File: src/fsmw_pkg.sv
// Shared types and constants for the fair-share max-weight scheduler.
// Used by fsmw_muldiv, the scheduler and its testbench; depends on nothing else.
package fsmw_pkg;

  localparam int CNT_W   = 7;   // per-tick packet counts, up to 127
  localparam int MEAN_W  = 24;  // running-mean delay, 16.8 fixed point
  localparam int COUNT_W = 32;  // per-queue served counter
  localparam int NUM_W   = 57;  // numerator of the mean update
  localparam int MASK_W  = 20;
  localparam int CAPI_W  = 6;
  localparam int QIDX_W  = 5;
  localparam int DLY_W   = 16;

  typedef struct packed {
    logic [MASK_W-1:0] arrival_mask;
    logic [CAPI_W-1:0] capacity;
  } in_t;

  typedef struct packed {
    logic              served_valid;
    logic [QIDX_W-1:0] queue_index;
    logic [DLY_W-1:0]  packet_delay;
    logic              phase;
    logic              last;
  } out_t;

  typedef enum logic [2:0] {
    MD_IDLE = 3'b001,
    MD_MUL  = 3'b010,
    MD_DIV  = 3'b100
  } md_state_t;

  typedef enum logic [9:0] {
    S_IDLE  = 10'b0000000001,
    S_ENQ   = 10'b0000000010,
    S_SHARE = 10'b0000000100,
    S_FAIR  = 10'b0000001000,
    S_SCAN0 = 10'b0000010000,
    S_SCAN  = 10'b0000100000,
    S_RD    = 10'b0001000000,
    S_DLY   = 10'b0010000000,
    S_MDS   = 10'b0100000000,
    S_MD    = 10'b1000000000
  } seq_state_t;

  typedef enum logic {
    PH_FAIR = 1'b0,
    PH_MAXW = 1'b1
  } phase_t;

endpackage

File: src/fsmw_muldiv.sv
// Shared mean-update unit: (a*b + addend) / divisor, saturated to 24 bits.
// Shift-add multiply, one bit a cycle, then restoring divide. Uses fsmw_pkg.
module fsmw_muldiv (
  input  logic                         clk,
  input  logic                         rst_n,
  input  logic                         start,
  input  logic [fsmw_pkg::COUNT_W-1:0] mul_a,
  input  logic [fsmw_pkg::MEAN_W-1:0]  mul_b,
  input  logic [fsmw_pkg::NUM_W-1:0]   addend,
  input  logic [fsmw_pkg::COUNT_W-1:0] divisor,
  output logic                         done,
  output logic [fsmw_pkg::MEAN_W-1:0]  quot_sat
);

  localparam int NW = fsmw_pkg::NUM_W;
  localparam int DW = fsmw_pkg::COUNT_W;
  localparam int MW = fsmw_pkg::MEAN_W;

  fsmw_pkg::md_state_t state_r;
  logic [5:0]    cnt_r;
  logic [NW-1:0] mcand_r;
  logic [MW-1:0] mplier_r;
  logic [NW-1:0] acc_r;
  logic [DW:0]   rem_r;
  logic [DW-1:0] div_r;
  logic          done_r;
  logic [DW:0]   rem_sh;
  logic          q_bit;

  assign rem_sh = {rem_r[DW-1:0], acc_r[NW-1]};
  assign q_bit  = (rem_sh >= {1'b0, div_r});

  always_ff @(posedge clk) begin
    if (!rst_n) begin
      state_r <= fsmw_pkg::MD_IDLE;
      done_r  <= 1'b0;
      cnt_r   <= '0;
    end else begin
      unique case (state_r)
        fsmw_pkg::MD_IDLE: begin
          if (start) begin
            // seed the accumulator with the addend to save a final add
            acc_r    <= addend;
            mcand_r  <= NW'(mul_a);
            mplier_r <= mul_b;
            div_r    <= divisor;
            cnt_r    <= '0;
            done_r   <= 1'b0;
            state_r  <= fsmw_pkg::MD_MUL;
          end
        end
        fsmw_pkg::MD_MUL: begin
          if (mplier_r[0]) begin
            acc_r <= acc_r + mcand_r;
          end
          mcand_r  <= {mcand_r[NW-2:0], 1'b0};
          mplier_r <= mplier_r >> 1;
          if (cnt_r == 6'(MW - 1)) begin
            cnt_r   <= '0;
            rem_r   <= '0;
            state_r <= fsmw_pkg::MD_DIV;
          end else begin
            cnt_r <= cnt_r + 6'd1;
          end
        end
        fsmw_pkg::MD_DIV: begin
          // quotient bits shift into the numerator register
          rem_r <= q_bit ? (rem_sh - {1'b0, div_r}) : rem_sh;
          acc_r <= {acc_r[NW-2:0], q_bit};
          if (cnt_r == 6'(NW - 1)) begin
            done_r  <= 1'b1;
            state_r <= fsmw_pkg::MD_IDLE;
          end else begin
            cnt_r <= cnt_r + 6'd1;
          end
        end
        default: state_r <= fsmw_pkg::MD_IDLE;
      endcase
    end
  end

  assign done     = done_r;
  assign quot_sat = (|acc_r[NW-1:MW]) ? {MW{1'b1}} : acc_r[MW-1:0];

endmodule

File: config.mk
export PLATFORM = sky130hd
export DESIGN_NAME = fsmw_muldiv
export DESIGN_NICKNAME = d
export VERILOG_FILES = /design/src/fsmw_pkg.sv /design/src/fsmw_muldiv.sv
export SDC_FILE = /design/constraint.sdc
export NUM_CORES = 1
export LEC_CHECK = 0
export ABC_CLOCK_PERIOD_IN_PS = 7000
export BUFFER_PORTS_ARGS = -buffer_cell sky130_fd_sc_hd__buf_2
export CORE_MARGIN = 5
export CORE_UTILIZATION = 61
export CTS_BUF_LIST = sky130_fd_sc_hd__clkbuf_8
export DETAILED_ROUTE_END_ITERATION = 10
export PLACE_DENSITY = 0.83
export SETUP_SLACK_MARGIN = 0.1
export SKIP_CTS_REPAIR_TIMING = 1
export SLEW_MARGIN = 20
export SYNTH_ARGS = -nofsm -noshare
export SYNTH_HDL_FRONTEND = slang
export SYNTH_SLANG_ARGS = --single-unit
File: constraint.sdc
create_clock -name clk -period 7 [get_ports clk]
set_clock_uncertainty 0.05 [all_clocks]
set_input_delay 1.4 -clock clk [delete_from_list [all_inputs] [get_ports clk]]
set_output_delay 1.4 -clock clk [all_outputs]
set_load 0.02 [all_outputs]
After elaboration in Yosys (flattened, before gate mapping)
Cells that the tools add are included.
- $add $sub $neg: 3
- magnitude comparators: 1
- eq/ne operators: 10
- muxes and demuxes: 22
- reductions and logical operators: 12
- operators by type and width (operator ; count):
    two-way mux 57 bit ; 3
    one-hot mux 57 bit (3 select lines) ; 1
    one-hot mux 57 bit (2 select lines) ; 1
    two-way mux 32 bit ; 2
    one-hot mux 32 bit (2 select lines) ; 1
    adder 57 bit ; 1
    two-way mux 24 bit ; 2
    one-hot mux 24 bit (2 select lines) ; 1
    greater-or-equal comparator 33 x 32 -> 1 bit ; 1
    OR reduction 33 bit ; 1
    subtractor 32 bit ; 1
    two-way mux 6 bit ; 3
    one-hot mux 6 bit (3 select lines) ; 1
    AND reduction 3 bit ; 6
    != test 2 bit (second input constant) ; 5
    two-way mux 3 bit ; 3
    one-hot mux 3 bit (3 select lines) ; 1
    adder 6 x 1 -> 6 bit (second input constant) ; 1
    == test 6 x 5 -> 1 bit (second input constant) ; 1
    == test 6 bit (second input constant) ; 1
    nonzero test 2 bit ; 3
    AND reduction 4 bit ; 1
    == test 3 x 1 -> 1 bit (second input constant) ; 1
    == test 3 x 2 -> 1 bit (second input constant) ; 1
    other kinds (4) ; 5
- bits in registers: 212
- output and inout port bits: 25

Depth between registers and ports, before layout
- word-level depth: 3
- gate-level depth with buffers: 13

Least setup slack after synthesis
No wires, ideal clock.
- path type: input to register
- start: in start
- end: reg mcand_r[0] (enable)
- arrival: 5730 ps
- path slack: 673 ps
- stages: 3
- cells stage by stage: nand2_1 or2_2 a21oi_1
- longest elaborated chain between the ends: 2
- ends and longest elaborated chain (item ; line ; text):
    start: declaration ; fsmw_muldiv.sv:6 ; input logic start,
    != test 2 bit (no line) ; -- ;
    AND reduction 3 bit (no line) ; -- ;
    end signal: assignment ; fsmw_muldiv.sv:44 ; mcand_r <= NW'(mul_a);
    end signal: assignment ; fsmw_muldiv.sv:56 ; mcand_r <= {mcand_r[NW-2:0], 1'b0};
    end: declaration ; fsmw_muldiv.sv:21 ; logic [NW-1:0] mcand_r;
No other way between the ends.
A chain may end at the register's enable or synchronous reset.

Worst setup path in the final report
- start: reg acc_r[37]
- end: out quot_sat[4] (netlist bit)
- longest elaborated chain between the ends: 2
- ends and longest elaborated chain (item ; line ; text):
    start: declaration ; fsmw_muldiv.sv:23 ; logic [NW-1:0] acc_r;
    start signal: assignment ; fsmw_muldiv.sv:43 ; acc_r <= addend;
    start signal: assignment ; fsmw_muldiv.sv:54 ; acc_r <= acc_r + mcand_r;
    start signal: assignment ; fsmw_muldiv.sv:69 ; acc_r <= {acc_r[NW-2:0], q_bit};
    OR reduction 33 bit ; fsmw_muldiv.sv:83 ; assign quot_sat = (|acc_r[NW-1:MW]) ? {MW{1'b1}} : acc_r[MW-1:0];
    two-way mux 24 bit ; fsmw_muldiv.sv:83 ;
    end: declaration ; fsmw_muldiv.sv:12 ; output logic [fsmw_pkg::MEAN_W-1:0] quot_sat
No other way between the ends.

==> results.cfg <==
[power]
power_leakage_uw = 0.00681
irDropWorstVdd_mv = 0.135
p_per_area_nw_per_um2 = 194

[final_layout]
nNetsFinal = 1880
fillCellCount = 1730
syn_to_final_growth_pct = 13.0
drive_gt1_share_pct = 15.4
final_cell_mix = nand2_1 (251), edfxtp_1 (202), buf_2 (172), o21ai_0 (104), a21oi_1 (93)
post-route-cell-area_um2 = 15900
fin_util_pct = 70.0
n_antenna_cell = 0
layout_commonest_cell = nand2_1

[setup_path]
cp-startpoint = acc_r[37]
worstPathCellList = nor4_1 -> nand4_1 -> nor3_2 -> buf_4 -> nand2b_1 -> buf_2
r2r_start = rem_r[7]
critPathArrivalTime_ns = 2.64
max_stage_delay_ns = 0.59
cp_max_fo = 24
criticalPathCategory = reg2out
crit_required_ns = 5.55
critPathSlowestCell = nor4_1
rrSetupSlack_ns = 2.94
critPathLaunchType = flip-flop
endpoint_kind = output pin

[routing]
drt_iter0_drc = 955
vias = 12200
avgViaCountPerCell = 6.24
route.detailed.drc = 0
firstDrtPassIters = 5
antenna_left = 0
routed_wl_um = 36300
wire_per_inst_um = 18.6

[clock_network]
clkTransAtPathRegs_ns = 0.06
cts_tree = yes
htree_levels = 2
cts_buffers = 38
clk_latency_ns = 0.55
root_buffer = clkbuf_8
ctsLongestPathBuffers = 3
clock_sinks = 212

[global_routing]
grt_pass1_vias = 12000
grt.overflow.total = 0
grt_max_degree = 113
grt_antenna_before_repair = 3
grt_pass1_wl_um = 58700
track_usage_pct = 27.1

[yosys]
synth_top_area_share_pct = 43.1
async_flop_share_pct = 0
ys_seq_area_share_pct = 44.5
synth_cell_types = 69
mappedNetlistNets = 1731
yosys.area_share.simple_pct = 17.8
avgSynthCellArea_um2 = 9.43
synth_ff_type = edfxtp_1
yosys.area.top_type = edfxtp_1
ys_ff_latch = 212
yosys.area_share.adder_pct = 8.29
netlist_area_um2 = 14100
synth_top_family_by_area = compound AO/OA/AOI/OAI gates
syn-instance-count = 1491
synth.area.top_cells = edfxtp_1 (43%), ha_1 (8.0%), nand2_1 (6.7%)
synth-compound-area-share_pct = 19.5
synth_mux_area_share_pct = 1.35
yosys_warnings = 0
synthXorXnorAreaFrac_pct = 4.98
synth_edf_count = 202

[timing]
slew_violations = 0
relSlewSlack_pct = 34.2
hold_slack_ns = 0.458
tightestPinTransition_ns = 0.986
final_period_minus_worst_setup_slack_ns = 4.09
max_clock_freq_ghz = 0.244
fin_crit_sh_pct = 58.5
fin_tns_setup_ns = 0
setup_viol = 0
finalHoldViolCount = 0
grt_setup_unrepaired = false

[run]
drv_cap = 0

[floorplan]
core_region_area_um2 = 22700
num_io_pins = 173
num_rows = 55
start_util_pct = 61.9
die_area_um2 = 26200
fp.dieH_um = 162
die_w_um = 162

[place]
gp_congestion = 0.933
dp_hpwl_um = 25900
port_buffers = 172
placed_area_um2 = 15200

[worst_hold_path]
hold_start = mplier_r[15]
hold_class = reg2reg

[outcome]
outcome = completed
per-layer routing:
metal	global-route usage, %	vias up	routed length, um
li1	-	5812	-
met1	36.3	5689	15400
met2	43.4	555	16500
met3	5.38	118	2990
met4	11.3	6	1370
met5	0	-	34
flip-flops by register name, summed over array words and instances, names as in the netlist:
signal / flops
cnt_r: 6
rem_r: 32
mcand_r: 57
done: 1
mplier_r: 24
state_r: 3
acc_r: 57
div_r: 32
cells in the mapped netlist, drive strengths merged (5+ instances only):
library cell and number:
nand4 28, o211ai 9, clkbuf 64, a21o 52, o21ai 105, o21a 9, nor2b 6, or2 8
nor4 15, inv 54, ha 90, dfxtp 10, buf 12, a21oi 94, and2 17, nand3 16
nand2b 32, nand2 252, edfxtp 202, o21bai 15, nor2 92, or3 6, o31ai 5, nor3 19
xnor2 43, a211oi 24, mux2i 19, a22oi 53, xor2 37, a41oi 9, and3 28, a31oi 6
worst max-delay path: cells and delay by family (launching register included):
family / cells / cell delay [ns]
buffers and inverters: 2 / 0.51
AND/OR/NAND/NOR: 4 / 1.15
flip-flops: 1 / 0.44
cells by family (layout without fill, tap and decap cells):
kind of cell    after synthesis  after routing
simple gates                537            537
mux                          19             19
xor+xnor                     80             80
compound gates              421            421
buf+inv                     130            306
flops                       212            212
fa+ha+maj                    92             92
worst paths after layout:
check / endpoint / depth (start not counted)
hold reg to reg: mplier_r[14] / 2
setup / recovery: quot_sat[4] / 6
setup reg to reg: rem_r[18] / 11
hold / removal: mplier_r[14] / 2
area by class of cell:
type / count / area (um^2) / area share, %
Multi-Input combinational cell: 1149 / 7370 / 46.3
Sequential cell: 212 / 6270 / 39.4
Timing Repair Buffer: 185 / 998 / 6.28
Clock buffer: 38 / 523 / 3.29
Tap cell: 285 / 357 / 2.24
Inverter: 54 / 203 / 1.27
Clock inverter: 29 / 188 / 1.18
report_power, final:
part           switching, uW  internal, uW  total, uW
registers               36.4          1450       1490
logic                    286           193        479
clock network            531           585       1120
total                    853          2230       3080
metrics by stage:
step	instances	total power, uW	worst slack [ns]
2_1_floorplan	1491	1830	0.673
3_3_place_gp	1883	1970	3.05
3_5_place_dp	1885	1980	3.01
4_1_cts	1952	3100	2.91
5_1_grt	1952	3230	2.74
6_report	1952	3080	2.91
Power figures use the tool's default switching activity.
